File: src/hdl/suk_pkg.sv
// shared types and constants for the sorted unique key table
package suk_pkg;

  localparam int KEY_W           = 32;
  localparam int POS_W           = 11;
  localparam int CFG_W           = 2;
  localparam int MAX_KEYS        = 2;
  localparam int ENTRIES_DEFAULT = 1024;

  localparam logic KIND_INSERT = 1'b0;
  localparam logic KIND_LOOKUP = 1'b1;

  // probe key as seen by every cell of the row
  typedef struct packed {
    logic                    two_parts;
    logic signed [KEY_W-1:0] first;
    logic signed [KEY_W-1:0] second;
  } probe_t;

  // number of compared parts above one, after clamping to the supported range
  function automatic logic use_two_parts(input logic [CFG_W-1:0] keys_in_use);
    logic two;
    two = (keys_in_use >= CFG_W'(2));
    return two && (MAX_KEYS >= 2);
  endfunction

endpackage

File: src/hdl/suk_cell.sv
// one table entry: holds a key, compares it with the probe, shifts up on insert
module suk_cell import suk_pkg::*; #(
  parameter int CW  = 11,
  parameter int IDX = 0
) (
  input  logic                    clk,
  input  probe_t                  probe,
  input  logic signed [KEY_W-1:0] prev_first,
  input  logic signed [KEY_W-1:0] prev_second,
  input  logic                    write_en,
  input  logic [CW-1:0]           pos,
  output logic signed [KEY_W-1:0] key_first,
  output logic signed [KEY_W-1:0] key_second,
  output logic                    ge,
  output logic                    eq
);

  logic gt_first;
  logic eq_first;
  logic ge_second;
  logic eq_second;
  logic ge_next;
  logic eq_next;

  always_comb begin
    gt_first  = probe.first > key_first;
    eq_first  = probe.first == key_first;
    ge_second = probe.second >= key_second;
    eq_second = probe.second == key_second;
    if (probe.two_parts) begin
      ge_next = gt_first | (eq_first & ge_second);
      eq_next = eq_first & eq_second;
    end else begin
      ge_next = gt_first | eq_first;
      eq_next = eq_first;
    end
  end

  always_ff @(posedge clk) begin
    ge <= ge_next;
    eq <= eq_next;
    if (write_en) begin
      if (pos == CW'(IDX)) begin
        key_first  <= probe.first;
        key_second <= probe.second;
      end else if (pos < CW'(IDX)) begin
        // entries above the insertion point move up by one
        key_first  <= prev_first;
        key_second <= prev_second;
      end
    end
  end

endmodule

File: config.mk
export PLATFORM = sky130hd
export DESIGN_NAME = suk_cell
export DESIGN_NICKNAME = d
export VERILOG_FILES = /design/src/hdl/suk_pkg.sv /design/src/hdl/suk_cell.sv
export SDC_FILE = /design/constraint.sdc
export NUM_CORES = 1
export LEC_CHECK = 0
export BUFFER_PORTS_ARGS = -buffer_cell sky130_fd_sc_hd__buf_4
export CAP_MARGIN = 20
export CORE_ASPECT_RATIO = 0.8
export CORE_UTILIZATION = 30
export CTS_BUF_LIST = sky130_fd_sc_hd__clkbuf_8
export CTS_CLUSTER_SIZE = 40
export DETAILED_ROUTE_END_ITERATION = 6
export GPL_TIMING_DRIVEN = 0
export SLEW_MARGIN = 20
export SYNTH_ARGS = -nofsm -noshare
export SYNTH_HDL_FRONTEND = slang
export SYNTH_SLANG_ARGS = --single-unit
File: constraint.sdc
create_clock -name clk -period 2.65 [get_ports clk]
set_input_delay 0 -clock clk [delete_from_list [all_inputs] [get_ports clk]]
set_output_delay 0 -clock clk [all_outputs]
set_load 0.05 [all_outputs]
==> summary by stage <==
Status
The run finished, with violations left. The final reports fail on DRC.

Setup path
The element type at the critical path start is a flop. The top fanout value on the critical path is 4. For the worst flop-to-flop path, the logic depth is 8.

The worst setup path is captured at a flop. The worst register-to-register path ends at ge. STA puts the critical path data required time at 2930 ps. The arrival time at the worst endpoint is 2560 ps. Setup slack on the worst reg-to-reg path comes out at 360 ps.

The worst setup path is of the flop to flop kind. The worst reg2reg path startpoint is key_second[31].

Layout
The repair_antennas step left the layout with diodes totalling 0. The count of cells in the finished layout, fillers not included, comes to 668. The net count of the finished layout is 721. The area added between synthesis and finish is 59.01%. The post-route netlist has 31.73% of its cells at a drive strength greater than 1. The count of fill cells added during filler insertion is 1,059. The cell area after layout is 0.005776 sq mm.

Pwr
Cell internal power was estimated by the tool at 1.850 mW. The standby leakage power is 2.729 nW. Of the total power, the clock network draws 39.1%. In this run the power spent charging and discharging nets is 0.5106 mW.

The switching share of total power is 21.63%. The power density relative to cell area is 408.8 mW/mm^2. The proportion of power drawn by combinational gates is 12.4%.

The sequential group share of total power is 48.5%. The maximum vdd drop is 0.2741 mV. The final total power is 2.361 mW.

Timing
Setup repair after global routing left no endpoint under its margin. For this run, the top clock speed supported by timing is 0.4374 GHz. The worst clock skew on the final layout is 4.357 ps. The count of endpoints failing hold in the final timing report came to 0. The worst pin sits at a relative slew slack of 67.51%. The final-report max-slew violation count was 0. In the final timing run, aggregate negative setup slack is 0 ps. The final cycle utilization of the critical path is 86.28%. At the pin with the least slew margin, the transition time is 483.6 ps. The total setup violations reported at the end of the flow is 0. Setup slack closes at 363.7 ps. Subtracting the final worst setup slack from the clock period gives 2286 ps.

Floorplanning
Row generation in the floorplan step produced 35 rows. Pin placement for this block handled 208 I/O pins. The effective utilization at floorplan is 31.18%. The y dimension of the die is 100.4 microns.

The die covers 0.01255 sq mm. The floorplan step set the die width to 125.0 microns. The total area inside the core boundary comes to 0.01165 sq mm.

GRT
The total overflow left after global routing is 0. The wire length of the first global-routing pass is 14,520 microns. The initial antenna violation count was 0.

Global routing used 14.93% of the available tracks across all layers. The maximum number of pins on one net before global-route repair is 34. The number of global-route vias before repair is 3,142.

Yosys
The number of nets produced by synthesis is 501. The share of synthesized area in the top cell type comes to 52.91%. The number of flops mapped to enable cells by yosys is 64. By area the synthesized netlist is led by sky130_fd_sc_hd__edfxtp_1 (53%), sky130_fd_sc_hd__ha_1 (22%), sky130_fd_sc_hd__inv_1 (6.6%), sky130_fd_sc_hd__a21oi_1 (2.9%), sky130_fd_sc_hd__nand4_1 (1.7%). After synthesis, the most frequently instantiated cells are sky130_fd_sc_hd__edfxtp_1 (64), sky130_fd_sc_hd__ha_1 (64), sky130_fd_sc_hd__inv_1 (64), sky130_fd_sc_hd__a21oi_1 (21), sky130_fd_sc_hd__nand2_1 (11). The library cell occupying the most area in the post-synthesis netlist is sky130_fd_sc_hd__edfxtp_1.

After synthesis, flip-flops and latches occupy 54.01% of the total area. The synthesized area is 0.003632 sq mm. The count of state elements after synthesis is 66.

For this run, asynchronously set or reset flops after synthesis account for 0%. Synthesis produced 295 cells. The main flop type after synthesis is sky130_fd_sc_hd__edfxtp_1. The number of distinct library cells after synthesis is 35. The average instance in the mapped netlist occupies 12.31 sq um. The number of warnings printed during yosys synthesis is 0.

Route
The total wirelength of the detailed-routed design is 8887 microns. The number of DRC markers after the initial detailed-route iteration is 109. The number of optimization iterations in the first detailed-route pass is 6.

The post-detailed-route count of antenna-violating nets is 0. The detailed-route wire length per cell is 13.30 microns. The routed via count is 2,986. After detailed routing, the number of remaining DRC violations is 22. After detailed routing, the number of vias per cell comes to 4.470.

Min path
The depth of the worst hold-timing path is 3. The class of the tightest hold or removal check is primary input to flop. The worst hold path terminates at key_first[5]. The origin of the worst min-delay path is pos[4].

Clocking
In this run, post-CTS repair resized a total of 0 instances. The buffer levels on the longest clock path is 2. In this run, post-CTS hold repair placed 65 buffers. The clock root buffer is sky130_fd_sc_hd__clkbuf_8.

The number of clock sinks is 66. For the worst-skew pair, the clock arrives at the later sink with an insertion delay of 340 ps. The level count of the clock H-tree is 3. After clock tree synthesis, the clock-pin slew on the worst setup and hold paths is 70 ps. TritonCTS built the clock tree. The post-CTS setup buffer count is 0. Counting the buffers created by CTS gives 9.

Placed design
The post-detailed-placement half-perimeter wirelength is 6809 microns. Buffers placed on the I/O ports in this run total 143. The instance area after placement is 0.004916 sq mm. The setup slack at placement is 331.4 ps. The routability congestion estimate from global placement is 0.7921.

The cell total after placement is 587.

Run
Across the run, the number of max-cap violations was 0.
-- power by group through the flow --
stage               Sequential [mW]  Clock, mW  Combinational [mW]
floorplan                      1.18          0              0.0803
global placement               1.17          0               0.211
detailed placement             1.17          0               0.217
CTS                            1.14      0.959               0.296
global route                   1.14      0.991               0.328
finish                         1.14      0.922               0.294
-- registers in the layout, summed over array words and instances, names as in the netlist --
name / count
key_second: 32
ge: 1
key_first: 32
eq: 1
-- layout by cell type (no fill, tap or decap), types with 2 or more instances in the layout --
cell type                       count
sky130_fd_sc_hd__a221o_1            2
sky130_fd_sc_hd__nand4_1           10
sky130_fd_sc_hd__bufinv_16          2
sky130_fd_sc_hd__clkinv_2           2
sky130_fd_sc_hd__nand3_1            8
sky130_fd_sc_hd__nand2_1           11
sky130_fd_sc_hd__buf_4            143
sky130_fd_sc_hd__nor2b_1            3
sky130_fd_sc_hd__and4_2             2
sky130_fd_sc_hd__dlygate4sd3_1     65
sky130_fd_sc_hd__o21ai_0            4
sky130_fd_sc_hd__o211ai_1           4
sky130_fd_sc_hd__a21oi_1           21
sky130_fd_sc_hd__a21o_1             7
sky130_fd_sc_hd__nor2_1             4
sky130_fd_sc_hd__edfxtp_1          64
sky130_fd_sc_hd__nor3_1             2
sky130_fd_sc_hd__inv_1             65
sky130_fd_sc_hd__and4_1             3
sky130_fd_sc_hd__clkbuf_8           9
sky130_fd_sc_hd__dfxtp_1            2
sky130_fd_sc_hd__a211oi_1           2
sky130_fd_sc_hd__ha_1              64
sky130_fd_sc_hd__nor4_1             2
-- stage by stage --
stage	utilization (%)	hold WS [ps]
after floorplan	-	98.87
after global routing	49.58	262.3
after CTS	49.58	256.1
after detailed placement	42.20	191.2
final	49.58	262.4
after global placement	41.99	190.9
-- worst max-delay path: stages, from the launching register on --
cell and delay (ps):
sky130_fd_sc_hd__edfxtp_1 360, sky130_fd_sc_hd__inv_1 50, sky130_fd_sc_hd__ha_1 320, sky130_fd_sc_hd__nand4_1 120, sky130_fd_sc_hd__nor3_1 450, sky130_fd_sc_hd__nand4_1 230
sky130_fd_sc_hd__o31ai_1 450, sky130_fd_sc_hd__nor2_1 100, sky130_fd_sc_hd__a22oi_2 140
-- kinds of logic after synthesis --
group | share of synthesized area, %
adders and majority gates | 22.05
muxes | 0.2756
xor gates and xnor gates | 0.2412
AOI/OAI and AO/OA | 9.232
and+or+nand+nor | 7.579
buffers and inverters | 6.614
DFF | 54.01
-- worst max path at each step --
stage | from | endpoint | slack, ps | cells after the start
after floorplan | pos[2] | key_first[0] | 380 | 2
after global placement | pos[2] | key_first[30] | -570 | 3
after detailed placement | key_second[31] | ge | 330 | 8
after CTS | key_second[31] | ge | 310 | 8
after global routing | key_second[29] | ge | 230 | 8
final | key_second[31] | ge | 360 | 8
-- layer usage --
layer	vias up	wire length, microns	global-route usage (%)
met1	1353	4109	18.29
met4	0	104	4.784
met5	-	0	0
met2	107	3982	24.41
li1	1516	-	-
met3	10	690	5.650
-- area by class of cell --
type	instances	area, sq um	share of cell area (%)
Clock buffer	9	123.9	2.145
Multi-Input combinational cell	165	1435	24.85
Inverter	64	240.2	4.159
Sequential cell	66	1962	33.97
Tap cell	148	185.2	3.206
Clock inverter	7	85.08	1.473
Timing Repair Buffer	209	1744	30.20
Note: power is estimated with default switching activity, not from simulation.
